## src/hw/rtl/mcbrb_pkg.sv

```systemverilog
package mcbrb_pkg;

  localparam int CHANNELS    = 4;
  localparam int MAX_DEPTH   = 256;
  localparam int NUM_REGS    = 4;
  localparam int CH_W        = 2;
  localparam int DATA_W      = 8;
  localparam int SIZE_W      = 9;
  localparam int REG_IDX_W   = 2;
  localparam int PTR_W       = $clog2(MAX_DEPTH);
  localparam int CAP_W       = $clog2(MAX_DEPTH + 1);
  localparam int WIDE_W      = CAP_W + 1;
  localparam int QUEUE_DEPTH = 2;
  localparam int QPTR_W      = (QUEUE_DEPTH > 1) ? $clog2(QUEUE_DEPTH) : 1;
  localparam int QCNT_W      = $clog2(QUEUE_DEPTH + 1);

  typedef enum logic [1:0] {
    MODE_WRITE = 2'd0,
    MODE_READ  = 2'd1,
    MODE_QUERY = 2'd2,
    MODE_CLEAR = 2'd3
  } mode_e;

  // classified operation handed from front to back
  typedef enum logic [2:0] {
    OP_WRITE,
    OP_READ,
    OP_QUERY,
    OP_CLEAR,
    OP_REJECT,
    OP_NOCHAN
  } op_e;

  typedef struct packed {
    op_e               op;
    logic [CH_W-1:0]   ch;
    logic [DATA_W-1:0] data;
    logic [CAP_W-1:0]  cap;
  } cmd_t;

  typedef struct packed {
    logic full;
    logic empty;
  } q_status_t;

endpackage

```

## src/hw/rtl/mcbrb_if.sv

```systemverilog
interface mcbrb_in_if
  import mcbrb_pkg::*;
();
  logic              valid;
  logic              ready;
  logic [1:0]        mode;
  logic [CH_W-1:0]   channel;
  logic [DATA_W-1:0] data_in;

  modport source (output valid, output mode, output channel, output data_in, input ready);
  modport sink (input valid, input mode, input channel, input data_in, output ready);
endinterface


```

## src/hw/rtl/mcbrb_front.sv

```systemverilog
module mcbrb_front
  import mcbrb_pkg::*;
(
  mcbrb_in_if.sink         in_i,
  input  logic [SIZE_W-1:0] size_i [NUM_REGS],
  input  q_status_t         q_status_i,
  output logic              push_o,
  output cmd_t              push_cmd_o
);

  logic             chan_ok;
  logic [SIZE_W-1:0] size_sel;
  logic [CAP_W-1:0] cap;

  assign in_i.ready = !q_status_i.full;
  assign push_o     = in_i.valid && !q_status_i.full;

  assign chan_ok  = (CH_W + 1)'(in_i.channel) < (CH_W + 1)'(CHANNELS);
  assign size_sel = size_i[in_i.channel];
  // capacities above the storage slice are taken as the slice size
  assign cap = (size_sel > SIZE_W'(MAX_DEPTH)) ? CAP_W'(MAX_DEPTH) : CAP_W'(size_sel);

  always_comb begin
    push_cmd_o.ch   = in_i.channel;
    push_cmd_o.data = in_i.data_in;
    push_cmd_o.cap  = cap;
    priority if (!chan_ok) begin
      push_cmd_o.op = OP_NOCHAN;
    end else if (mode_e'(in_i.mode) == MODE_CLEAR) begin
      push_cmd_o.op = OP_CLEAR;
    end else if (cap == '0) begin
      push_cmd_o.op = OP_REJECT;
    end else begin
      unique case (mode_e'(in_i.mode))
        MODE_WRITE: push_cmd_o.op = OP_WRITE;
        MODE_READ:  push_cmd_o.op = OP_READ;
        default:    push_cmd_o.op = OP_QUERY;
      endcase
    end
  end

endmodule

```

## src/flat_wrapper.sv

```systemverilog
// flat-port wrapper written by rule: the top's interface ports become plain ports
module mcbrb_front_flat import mcbrb_pkg::*;
  (size_i, q_status_i, push_o, push_cmd_o, in_i_valid, in_i_mode, in_i_channel, in_i_data_in, in_i_ready);
  mcbrb_in_if in_i_i ();
  input  logic [SIZE_W-1:0] size_i[NUM_REGS];
  input  q_status_t q_status_i;
  output logic push_o;
  output cmd_t push_cmd_o;
  input wire logic [$bits(in_i_i.valid)-1:0] in_i_valid;
  input wire logic [$bits(in_i_i.mode)-1:0] in_i_mode;
  input wire logic [$bits(in_i_i.channel)-1:0] in_i_channel;
  input wire logic [$bits(in_i_i.data_in)-1:0] in_i_data_in;
  output wire logic [$bits(in_i_i.ready)-1:0] in_i_ready;
  assign in_i_i.valid = in_i_valid;
  assign in_i_i.mode = in_i_mode;
  assign in_i_i.channel = in_i_channel;
  assign in_i_i.data_in = in_i_data_in;
  assign in_i_ready = in_i_i.ready;
  mcbrb_front u_core (.in_i(in_i_i), .size_i(size_i), .q_status_i(q_status_i), .push_o(push_o), .push_cmd_o(push_cmd_o));
endmodule
```

## config.mk

```make
export PLATFORM = sky130hd
export DESIGN_NAME = mcbrb_front_flat
export DESIGN_NICKNAME = d
export VERILOG_FILES = /design/src/hw/rtl/mcbrb_pkg.sv /design/src/hw/rtl/mcbrb_if.sv /design/src/hw/rtl/mcbrb_front.sv /design/src/flat_wrapper.sv
export SDC_FILE = /design/constraint.sdc
export NUM_CORES = 1
export LEC_CHECK = 0
export ABC_CLOCK_PERIOD_IN_PS = 5900
export BUFFER_PORTS_ARGS = -buffer_cell sky130_fd_sc_hd__buf_4
export CORE_MARGIN = 2
export CORE_UTILIZATION = 23
export DETAILED_ROUTE_END_ITERATION = 10
export PLACE_DENSITY = 0.72
export RECOVER_POWER = 50
export SYNTH_ARGS = -nofsm -noshare
export SYNTH_HDL_FRONTEND = slang
export SYNTH_SLANG_ARGS = --single-unit
```

## constraint.sdc

```tcl
create_clock -name vclk -period 5.9
set_input_delay 1.18 -clock vclk [all_inputs]
set_output_delay 1.18 -clock vclk [all_outputs]
set_load 0.01 [all_outputs]
```

==> impl_metrics.yaml <==
run_status:
  status: "finished clean"
sta:
  post-route-period-util: 0.715
  finalMaxSlewViolations: 0
  setup_viol_count_final: 0
  hold_ws_ns: 2.36
  relSlewSlack: 0.521
  hold_violations: 0
  timing.setup.tns_ns: 0
  worstMarginPinSlew_ns: 0.718
  fin_crit_ns: 4.22
  rsz0062_at_grt: "no"
  max_freq_mhz: 237
cells_and_area:
  drive_gt1_frac: 0.753
  area_growth_pct: 81.6
  clock_buffers: 0
  seq_area_um2: 0
  layout_common_cells: "buf_4, nor2b_1, mux4_2"
  final_common_cell: "buf_4"
  n_antenna_cell: 0
  finalInstanceArea_um2: 805
  seq_cells: 0
  fin_nets: 138
detailed_routing:
  vias: 497
  wl_met1_um: 441
  dr.pass1.iters: 2
  drtIter0Drc: 1
  wire_per_inst_um: 12.3
  ant_nets: 0
  routed_wl_um: 1360
  wl_met3_um: 144
  route.met2.wl_um: 769
  drc: 0
  avgViaCountPerCell: 4.52
  maxUsedRoutingLayer: "met3"
global_route:
  grt_pass1_vias: 456
  grt_pass1_wl_um: 1780
  antenna_found_initial: 0
  grt_max_degree: 11
  grt_use_total: 0.108
  overflow: 0
clock_network:
  cts_hold_buf: 0
  cts_setup_buffers: 0
  cts_resized: 0
min_path:
  hold-path-endpoint: "push_cmd_o[11]"
  hold_depth: 0
  worstHoldStart: "in_i_data_in[2]"
  min_path_type: "input pin to primary output"
die:
  die-area_um2: 2290
  std_cell_rows: 15
  pin_count: 75
  start_util: 0.251
  die_w_um: 47.9
  coreArea_um2: 1760
  die_height_um: 47.9
power:
  p_leak_nw: 0.385
  finalPower_mw: 0.0651
  p_per_area_nw_per_um2: 81.0
  max-vdd-ir-drop_v: 0.0000371
placement:
  dpl_cell_area_um2: 820
  place.gp.congestion: 0.626
  dp_hpwl_um: 1240
  portBuffers: 58
yosys:
  synth_cell_types: 11
  netlist_area_um2: 443
  yosys_warnings: 0
  synth_fp_nets: 90
  syn_inst: 39
  yosysSeqAreaShare: 0
  synth_area_per_cell_um2: 11.4
critical_path:
  startpoint_type: "input pin"
  worst-setup-path-type: "input pin to primary output"
  critPathArrivalTime_ns: 3.04
  worst_setup_path_end_kind: "primary output"
  crit_fanout: 10
  cp.required_ns: 4.72
run:
  cap_violations: 0
-- cells by family (layout without fill, tap and decap cells) --
family / Yosys count / count (layout) / share of synthesized area
compound gates: 3 / 3 / 0.0650
buf+inv: 16 / 62 / 0.237
mux: 9 / 9 / 0.475
simple gates: 11 / 11 / 0.223
-- area by class of cell --
class	count	area, µm²
fill	190	960
inverter	4	15.0
tap	25	31.3
timing repair buffer	58	420
multi-input combinational	23	338
-- worst max-delay path: stages --
cell,delay (ns)
clkbuf_1,0.53
mux4_2,0.64
nor4_4,0.33
o2111a_1,0.23
buf_4,0.12
-- metrics by stage --
step,util,worst slack [ns],std cells
final,0.456,1.68,110
after global routing,0.456,1.53,110
after CTS,0.465,2.06,110
after detailed placement,0.465,2.07,110
after global placement,0.465,2.10,110
after floorplan,-,2.29,39
-- how the worst max path moves through the flow --
stage | from | end | slack [ns] | cells after the start
floorplan | in_i_channel[0] | push_cmd_o[21] | 2.29 | 4
global placement | in_i_channel[0] | push_cmd_o[21] | 2.10 | 5
detailed placement | in_i_channel[0] | push_cmd_o[21] | 2.07 | 5
CTS | in_i_channel[0] | push_cmd_o[21] | 2.06 | 5
global route | in_i_channel[0] | push_cmd_o[21] | 1.53 | 5
finish | in_i_channel[0] | push_cmd_o[21] | 1.68 | 5
-- synth_stat cells --
cell type / instances / area, µm²
a41oi_1: 2 / 17.5
inv_1: 3 / 11.3
mux4_2: 7 / 158
inv_2: 1 / 3.75
mux4_1: 2 / 52.6
nor2b_1: 9 / 56.3
nor4_4: 2 / 42.5
buf_6: 1 / 11.3
clkbuf_1: 1 / 3.75
o2111a_1: 1 / 11.3
buf_4: 10 / 75.1
-- power breakdown --
part	total [mW]	internal [mW]	switching [mW]
logic	0.0651	0.0405	0.0246
clock network	0	0	0
registers	0	0	0
-- routing by layer --
metal / track usage / up-vias
met5: 0 / -
met4: 0 / 0
met3: 0.0113 / 0
met2: 0.245 / 35
met1: 0.105 / 226
li1: - / 236
(Power assumes the default switching activity.)
