===== src/hw/rtl/mcbrb_pkg.sv =====
package mcbrb_pkg;

  localparam int CHANNELS    = 4;
  localparam int MAX_DEPTH   = 256;
  localparam int NUM_REGS    = 4;
  localparam int CH_W        = 2;
  localparam int DATA_W      = 8;
  localparam int SIZE_W      = 9;
  localparam int REG_IDX_W   = 2;
  localparam int PTR_W       = $clog2(MAX_DEPTH);
  localparam int CAP_W       = $clog2(MAX_DEPTH + 1);
  localparam int WIDE_W      = CAP_W + 1;
  localparam int QUEUE_DEPTH = 2;
  localparam int QPTR_W      = (QUEUE_DEPTH > 1) ? $clog2(QUEUE_DEPTH) : 1;
  localparam int QCNT_W      = $clog2(QUEUE_DEPTH + 1);

  typedef enum logic [1:0] {
    MODE_WRITE = 2'd0,
    MODE_READ  = 2'd1,
    MODE_QUERY = 2'd2,
    MODE_CLEAR = 2'd3
  } mode_e;

  // classified operation handed from front to back
  typedef enum logic [2:0] {
    OP_WRITE,
    OP_READ,
    OP_QUERY,
    OP_CLEAR,
    OP_REJECT,
    OP_NOCHAN
  } op_e;

  typedef struct packed {
    op_e               op;
    logic [CH_W-1:0]   ch;
    logic [DATA_W-1:0] data;
    logic [CAP_W-1:0]  cap;
  } cmd_t;

  typedef struct packed {
    logic full;
    logic empty;
  } q_status_t;

endpackage


===== src/hw/rtl/mcbrb_queue.sv =====
module mcbrb_queue
  import mcbrb_pkg::*;
(
  input  logic      clk_i,
  input  logic      rst_ni,
  input  logic      push_i,
  input  cmd_t      push_cmd_i,
  input  logic      pop_i,
  output cmd_t      pop_cmd_o,
  output q_status_t status_o
);

  cmd_t              entry_q [QUEUE_DEPTH];
  logic [QPTR_W-1:0] wptr_q, wptr_d, rptr_q, rptr_d;
  logic [QCNT_W-1:0] cnt_q, cnt_d;

  function automatic logic [QPTR_W-1:0] next_ptr(input logic [QPTR_W-1:0] p);
    return (p == QPTR_W'(QUEUE_DEPTH - 1)) ? '0 : p + 1'b1;
  endfunction

  assign status_o.full  = cnt_q == QCNT_W'(QUEUE_DEPTH);
  assign status_o.empty = cnt_q == '0;
  assign pop_cmd_o      = entry_q[rptr_q];

  always_comb begin
    wptr_d = push_i ? next_ptr(wptr_q) : wptr_q;
    rptr_d = pop_i ? next_ptr(rptr_q) : rptr_q;
    cnt_d  = cnt_q;
    unique case ({push_i, pop_i})
      2'b10:   cnt_d = cnt_q + 1'b1;
      2'b01:   cnt_d = cnt_q - 1'b1;
      default: cnt_d = cnt_q;
    endcase
  end

  always_ff @(posedge clk_i or negedge rst_ni) begin
    if (!rst_ni) begin
      wptr_q <= '0;
      rptr_q <= '0;
      cnt_q  <= '0;
    end else begin
      wptr_q <= wptr_d;
      rptr_q <= rptr_d;
      cnt_q  <= cnt_d;
    end
  end

  always_ff @(posedge clk_i) begin
    if (push_i) begin
      entry_q[wptr_q] <= push_cmd_i;
    end
  end

endmodule


===== config.mk =====
export PLATFORM = sky130hd
export DESIGN_NAME = mcbrb_queue
export DESIGN_NICKNAME = d
export VERILOG_FILES = /design/src/hw/rtl/mcbrb_pkg.sv /design/src/hw/rtl/mcbrb_queue.sv
export SDC_FILE = /design/constraint.sdc
export NUM_CORES = 1
export LEC_CHECK = 0
export BUFFER_PORTS_ARGS = -buffer_cell sky130_fd_sc_hd__buf_4
export CAP_MARGIN = 10
export CORE_ASPECT_RATIO = 0.5
export CORE_UTILIZATION = 35
export DETAILED_ROUTE_END_ITERATION = 8
export SLEW_MARGIN = 20
export SYNTH_ARGS = -nofsm -noshare
export SYNTH_HDL_FRONTEND = slang
export SYNTH_SLANG_ARGS = --single-unit

===== constraint.sdc =====
create_clock -name clk_i -period 2 [get_ports clk_i]
set_input_delay 0.4 -clock clk_i [delete_from_list [all_inputs] [get_ports clk_i]]
set_output_delay 0.4 -clock clk_i [all_outputs]
set_load 0.01 [all_outputs]

==> results of run 1 <==
-- cell families (layout without fill, tap and decap cells) --
family,Yosys count,count (layout),share of synthesized area
and+or+nand+nor,5,5,0.0141
buffers and inverters,3,62,0.0148
adders and majority gates,1,1,0.00704
muxes,22,22,0.139
DFF,48,48,0.800
xor gates and xnor gates,5,5,0.0247
-- final cells by class --
cell class                 instances  area, µm²  share of cell area
tap                               66       82.6              0.0349
clock buffer                       5       68.8              0.0291
inverter                           1       3.75             0.00159
timing repair buffer              53        413               0.175
clock inverter                     3       42.5              0.0180
sequential                        48       1420               0.601
multi-input combinational         33        332               0.140
-- repair_timing --
| item | CTS | global route |
|---|---|---|
| setup endpoints to repair | 0 | 0 |
| hold buffers | 1 | 0 |
| hold endpoints to repair | 4 | 0 |
-- power by group --
group	switching, µW	internal (µW)
clock network	307	370
registers	81.5	1340
logic	449	572
-- worst max-delay path: stages (launching register included) --
cell and delay [ns]:
dfrtp_1 0.47, buf_12 0.21, mux2_2 0.35, buf_4 0.14
-- stage by stage --
step	utilization	hold slack [ns]	setup slack (ns)	instance area, µm²	total power [µW]
6_report	0.510	0.287	0.138	2360	3120
5_1_grt	0.510	0.266	0.0666	2360	3290
4_1_cts	0.510	0.279	0.111	2360	3170
3_5_place_dp	0.484	0.198	0.444	2240	2490
3_3_place_gp	0.484	0.201	0.468	2240	2480
2_1_floorplan	-	0.104	0.212	1780	2010
-- cells in the final DEF, fill, tap and decap left out --
cell | Yosys | final
and2_1 | 1 | 1
and2b_1 | 1 | 1
buf_12 | 0 | 1
buf_4 | 0 | 51
bufinv_16 | 0 | 1
clkbuf_8 | 0 | 5
clkinv_2 | 0 | 1
clkinvlp_4 | 0 | 1
dfrtp_1 | 4 | 4
dlygate4sd3_1 | 0 | 1
edfxtp_1 | 44 | 44
ha_1 | 1 | 1
inv_1 | 1 | 1
mux2_2 | 22 | 22
nor2_1 | 3 | 2
nor2_2 | 0 | 1
xnor2_1 | 2 | 2
xor2_1 | 3 | 3
-- state kept, by name, indices dropped and copies added (netlist names) --
register	cells
wptr_q	1
cnt_q	2
entry_q	44
rptr_q	1
-- final timing paths --
path	start	end	slack, ns
worst min register to register	cnt_q[1]	cnt_q[1]	0.49
max in group asynchronous	rst_ni	cnt_q[0]	1.47
min in group asynchronous	rst_ni	wptr_q	0.43
worst max register to register	wptr_q	entry_q[1][4]	0.85
worst min-delay path	push_cmd_i[17]	entry_q[1][17]	0.29
worst max-delay path	rptr_q	pop_cmd_o[21]	0.14
-- routing by layer --
metal	track usage	vias up	wire length [µm]
met5	0	-	0
met4	0.0493	0	8
met3	0.0440	2	126
met2	0.181	20	1450
met1	0.125	426	1100
li1	-	434	-
==> results.json, run 1 <==
{
  "grt_max_degree": 23,
  "synth_seq_area_share": 0.800,
  "skew_ns": 0.00329,
  "totalWireLength_um": 2690,
  "syn_area_mm2": 0.00178,
  "rsz0062_at_grt": "no",
  "start_util": 0.383,
  "die_h_um": 52.4,
  "path_max_fanout": 20,
  "syn_inst": 84,
  "status": "complete, no violations",
  "slew_headroom": 0.797,
  "grtUsageTotal": 0.109,
  "yosysWarnings": 0,
  "first_iter_violations": 12,
  "yosys-top-cells-area": "edfxtp_1, mux2_2, dfrtp_1, xor2_1, buf_6",
  "nets": 169,
  "cts_tree": "done",
  "drc": 0,
  "crit_path_end_kind": "primary output",
  "pin_count": 50,
  "synthFlopType": "edfxtp_1",
  "antenna_found_initial": 0,
  "drt_first_pass_iters": 3,
  "hold_depth": 1,
  "clk_path_buf_depth": 2,
  "ant_nets": 0,
  "critPathArrivalTime_ns": 1.46,
  "ctsHtreeMaxLevel": 2,
  "async_flop_share": 0.0833,
  "ir_drop_uv": 470,
  "stdcell_count": 209,
  "synth_edf_count": 44,
  "area_growth_pct": 33.0,
  "fillers": 424,
  "ys_top_cells_by_count": "edfxtp_1, mux2_2, dfrtp_1",
  "power_density_mw_per_mm2": 1320,
  "grt_pass1_wl_um": 4090,
  "max_freq_ghz": 0.537,
  "ys_ff_latch": 48,
  "synth.most_common_cell": "edfxtp_1",
  "synth_top_area_cell": "edfxtp_1",
  "grt-ovfl-total": 0,
  "port_buffers": 49,
  "hp-class": "input pin to register",
  "cts_sinks": 48,
  "die_w_um": 103,
  "clk_pin_slew_ns": 0.09,
  "core_mm2": 0.00464,
  "place_inst": 200,
  "cts_resized": 0,
  "cts_buffers": 5,
  "drv_slew": 0,
  "diodes": 0,
  "layout-drive-gt1-share": 0.580,
  "post_drt_wl_per_cell_um": 12.8,
  "power.leakage_uw": 0.000904,
  "max_cap_violations": 0,
  "finalSetupViolations": 0,
  "avgSynthCellArea_um2": 21.2,
  "design.die.area_mm2": 0.00538,
  "hold_viol_final": 0,
  "netlist.area_leader.share": 0.744,
  "cp-start-kind": "register",
  "routed_via_density": 4.22,
  "worstSetupPathType": "register to primary output",
  "postSynthNetCount": 111,
  "grt_pass1_vias": 900,
  "cts_setup_buffers": 0,
  "cts_root_buf": "clkbuf_8",
  "finalSetupTns_ns": 0,
  "tightest_slew_ns": 0.304,
  "clkLatencyLatePin_ns": 0.29,
  "rows": 17,
  "gp_congestion": 0.666,
  "min_period_over_period": 0.931,
  "rr_worst_depth": 2,
  "vias": 882,
  "period_needed_ns": 1.86,
  "required_ns": 1.60,
  "synth.distinct_cells": 11
}
Power figures use the tool's default switching activity.
==> run 2, diff against run 1 <==
CORE_ASPECT_RATIO = not set   (was 0.5)
==> results.json, run 2 (synthesis gave the netlist of run 1 again) <==
{
  "totalWireLength_um": 2890,
  "p_comb_frac": 0.332,
  "layout-drive-gt1-share": 0.579,
  "met2_usage": 0.194,
  "hpwl_um": 2040,
  "drv_slew": 0,
  "grt.busiest_layer": "met2",
  "grt.met1_usage": 0.135,
  "fillers": 447,
  "vias": 908,
  "ctsHtreeMaxLevel": 2,
  "diodes": 0,
  "cts_root_buf": "clkbuf_8",
  "reg.largest.list": "entry_q (44), cnt_q (2)",
  "rows": 25,
  "die_h_um": 73.3,
  "finalSetupViolations": 0,
  "worstSetupPathType": "register to primary output",
  "clk_pin_slew_ns": 0.09,
  "power.leakage_uw": 0.000915,
  "critPathArrivalTime_ns": 1.47,
  "start_util": 0.369,
  "tightest_slew_ns": 0.209,
  "gp_congestion": 0.613,
  "swShare": 0.268,
  "clkLatencyLatePin_ns": 0.30,
  "required_ns": 1.60,
  "clk_path_buf_depth": 2,
  "cts_sinks": 48,
  "ir_drop_uv": 633,
  "grt_pass1_vias": 969,
  "grtUsageTotal": 0.119,
  "design.die.area_mm2": 0.00537,
  "largest-register": "entry_q",
  "intPower_uw": 2300,
  "area_growth_pct": 33.7,
  "post_drt_wl_per_cell_um": 13.6,
  "hold_viol_final": 0,
  "nets": 171,
  "routed_via_density": 4.28,
  "final_common_cell": "buf_4",
  "rsz0062_at_grt": "no",
  "die_w_um": 73.3,
  "port_buffers": 49,
  "cts_tree": "done",
  "period_needed_ns": 1.87,
  "crit_path_end_kind": "primary output",
  "power.share.clock": 0.214,
  "pin_count": 50,
  "path_max_fanout": 20,
  "max_cap_violations": 0,
  "finalSetupTns_ns": 0,
  "slew_headroom": 0.861,
  "cts_buffers": 5,
  "skew_ns": 0.00844,
  "cp-start-kind": "register",
  "grt-ovfl-total": 0,
  "max_freq_ghz": 0.536,
  "grt_use_met3": 0.0494,
  "antenna_found_initial": 0,
  "switching_power_uw": 840,
  "ant_nets": 0,
  "core_mm2": 0.00482,
  "drc": 0,
  "utilization": 0.493,
  "largest_reg_flops": 44,
  "status": "complete, no violations",
  "drt_first_pass_iters": 4,
  "cts_setup_buffers": 0,
  "min_period_over_period": 0.933,
  "seqPwrFrac": 0.453,
  "power_density_mw_per_mm2": 1320,
  "first_iter_violations": 30,
  "final_cell_mix": "buf_4, edfxtp_1, mux2_2, clkbuf_8, dfrtp_1",
  "reg2reg_slack_ns": 0.93,
  "grt_max_degree": 21,
  "grt_pass1_wl_um": 4490,
  "hp-class": "input pin to register"
}
[run 2: metrics by stage]
stage	setup slack, ns	area (µm²)	std cells	hold slack, ns	power, µW
floorplan	0.212	1780	84	0.104	2010
global placement	0.476	2260	203	0.202	2490
detailed placement	0.453	2260	203	0.203	2510
CTS	0.112	2380	212	0.272	3200
global route	0.0653	2380	212	0.266	3310
finish	0.135	2380	212	0.280	3140
[run 2: routing by layer]
layer	vias up	wire length [µm]
li1	437	-
met1	425	1180
met2	39	1430
met3	7	229
met4	0	48
met5	-	0
[run 2: final cells by class]
cell class | count | area, µm² | area share
tap | 67 | 83.8 | 0.0353
clock buffer | 6 | 72.6 | 0.0305
timing repair buffer | 55 | 428 | 0.180
sequential | 48 | 1420 | 0.598
multi-input combinational | 33 | 332 | 0.140
clock inverter | 2 | 35.0 | 0.0147
inverter | 1 | 3.75 | 0.00158
[run 2: path summary, 6_finish.rpt]
| path | start | to | cells after the start |
|---|---|---|---|
| min in group asynchronous | rst_ni | wptr_q | 2 |
| worst min register to register | cnt_q[1] | cnt_q[1] | 1 |
| worst max register to register | wptr_q | entry_q[0][11] | 2 |
| max in group asynchronous | rst_ni | cnt_q[1] | 2 |
| worst max-delay path | rptr_q | pop_cmd_o[13] | 3 |
| worst min-delay path | push_i | wptr_q | 2 |
[run 2: what timing repair did]
action	in CTS	in global routing
hold endpoints to repair	4	0
resized for setup	0	0
hold buffers	1	0
[run 2: critical path, stage by stage (launching register included)]
cell     delay, ns
dfrtp_1       0.46
buf_12        0.20
mux2_2        0.36
buf_4         0.14
[run 2: power groups by stage]
| stage | logic, µW | registers [µW] | clock network [µW] |
|---|---|---|---|
| 2_1_floorplan | 586 | 1430 | 0 |
| 3_3_place_gp | 1050 | 1440 | 0 |
| 3_5_place_dp | 1060 | 1450 | 0 |
| 4_1_cts | 1070 | 1430 | 701 |
| 5_1_grt | 1130 | 1440 | 736 |
| 6_report | 1040 | 1420 | 672 |
==> run 3, diff against run 2 <==
CAP_MARGIN = 20   (was 10)
clock period = 2.3 ns   (was 2 ns; I/O delays follow)
==> results.json, run 3 (synthesis gave the netlist of run 1 again) <==
{
  "design.die.area_mm2": 0.00537,
  "diodes": 0,
  "crit_start": "rptr_q",
  "reg.largest.list": "entry_q (44), cnt_q (2)",
  "crit_path_end_kind": "primary output",
  "largest_reg_flops": 44,
  "antenna_found_initial": 0,
  "cp_slowest_stage_delay_ns": 0.41,
  "nets": 171,
  "post_drt_wl_per_cell_um": 13.9,
  "cts_sinks": 48,
  "ant_nets": 0,
  "rows": 25,
  "cts_resized": 0,
  "worstSetupPathType": "register to primary output",
  "finalSetupTns_ns": 0,
  "path_max_fanout": 20,
  "min_period_over_period": 0.875,
  "cts_buffers": 5,
  "pin_count": 50,
  "ir_drop_uv": 598,
  "clk_path_buf_depth": 2,
  "start_util": 0.369,
  "rr_worst_depth": 2,
  "core_mm2": 0.00482,
  "layout-drive-gt1-share": 0.572,
  "seq_area_mm2": 0.00142,
  "cts_root_buf": "clkbuf_8",
  "max_cap_violations": 0,
  "multi_input_area_um2": 332,
  "drt_first_pass_iters": 2,
  "clkLatencyLatePin_ns": 0.30,
  "ctsHtreeMaxLevel": 2,
  "hold_depth": 1,
  "routed_via_density": 4.40,
  "grt_max_degree": 21,
  "drc": 0,
  "grtUsageTotal": 0.118,
  "period_needed_ns": 2.01,
  "cp-start-kind": "register",
  "final_cell_mix": "buf_4, edfxtp_1, mux2_2, clkbuf_8, dfrtp_1",
  "area_growth_pct": 31.5,
  "final_common_cell": "buf_4",
  "tightest_slew_ns": 0.279,
  "fillers": 459,
  "first_iter_violations": 38,
  "crit_path_top_delay_cell": "dfrtp_1",
  "finalSetupViolations": 0,
  "power_density_mw_per_mm2": 1110,
  "port_buffers": 49,
  "crit_top_cell": "buf_4",
  "cts_tree": "done",
  "hold_slack_ns": 0.344,
  "vias": 932,
  "status": "complete, no violations",
  "hp-start": "push_cmd_i[8]",
  "power.leakage_uw": 0.000898,
  "gp_congestion": 0.610,
  "reg2reg_from": "wptr_q",
  "largest-register": "entry_q",
  "rsz0062_at_grt": "no",
  "hp-class": "input pin to register",
  "drv_slew": 0,
  "skew_ns": 0.00507,
  "die_w_um": 73.3,
  "totalWireLength_um": 2950,
  "slew_headroom": 0.814,
  "clk_pin_slew_ns": 0.08,
  "critPathArrivalTime_ns": 1.55,
  "reg2reg_to": "entry_q[0][18]",
  "hpwl_um": 2040,
  "hold_viol_final": 0,
  "crit_chain": "buf_4 -> mux2_2 -> buf_4",
  "grt_pass1_vias": 909,
  "grt_pass1_wl_um": 4360,
  "reg2reg_slack_ns": 1.23,
  "required_ns": 1.84,
  "hold_end": "entry_q[1][8]",
  "grt-ovfl-total": 0,
  "die_h_um": 73.3,
  "max_freq_ghz": 0.497
}
-- run 3: cell types whose count changed in the layout (fill, tap and decap cells not counted) --
cell	before	now
buf_12	1	0
buf_4	53	54
bufinv_16	1	0
clkbuf_1	1	2
-- run 3: report_power, final --
part,internal [µW],leakage [µW],switching [µW]
Combinational,487,0.000396,399
Clock,214,0.0000422,259
Sequential,1160,0.000460,65.5
-- run 3: area by class of cell --
type | count | share of cell area
repair buffers | 55 | 0.178
flip-flops and latches | 48 | 0.608
clock inverters | 1 | 0.00214
inverters | 1 | 0.00161
well taps | 67 | 0.0359
clock buffers | 7 | 0.0327
multi-input cells | 33 | 0.142
-- run 3: routing by layer --
layer | vias up | GRT usage | share of wire
met5 | - | 0 | 0
met4 | 0 | 0.0654 | 0.015
met3 | 6 | 0.0370 | 0.059
met2 | 40 | 0.192 | 0.50
met1 | 449 | 0.139 | 0.43
li1 | 437 | - | -
-- run 3: worst max-delay path by stage --
| stage | end | slack [ns] |
|---|---|---|
| floorplan | entry_q[0][0] | 0.45 |
| global placement | pop_cmd_o[13] | 0.63 |
| detailed placement | pop_cmd_o[12] | 0.60 |
| CTS | pop_cmd_o[12] | 0.26 |
| global route | pop_cmd_o[12] | 0.20 |
| finish | pop_cmd_o[12] | 0.29 |
-- run 3: critical path, delay by kind of cell, from the launching register on --
kind,cells,cell delay (ns)
buffers and inverters,2,0.45
flip-flops,1,0.41
multiplexers,1,0.39
-- run 3: stage by stage --
step	util	instances	power (µW)	worst slack, ns	cell area (µm²)
after floorplan	-	84	1750	0.452	1780
after global placement	0.466	203	2130	0.626	2250
after detailed placement	0.466	203	2150	0.605	2250
after CTS	0.485	212	2630	0.258	2340
after global routing	0.485	212	2730	0.204	2340
final	0.485	212	2590	0.288	2340
-- run 3: what timing repair did --
item	4_1_cts	5_1_grt
buffers inserted	0	0
endpoints found under the hold margin	4	0
hold buffers	1	0
setup endpoints to repair	0	0
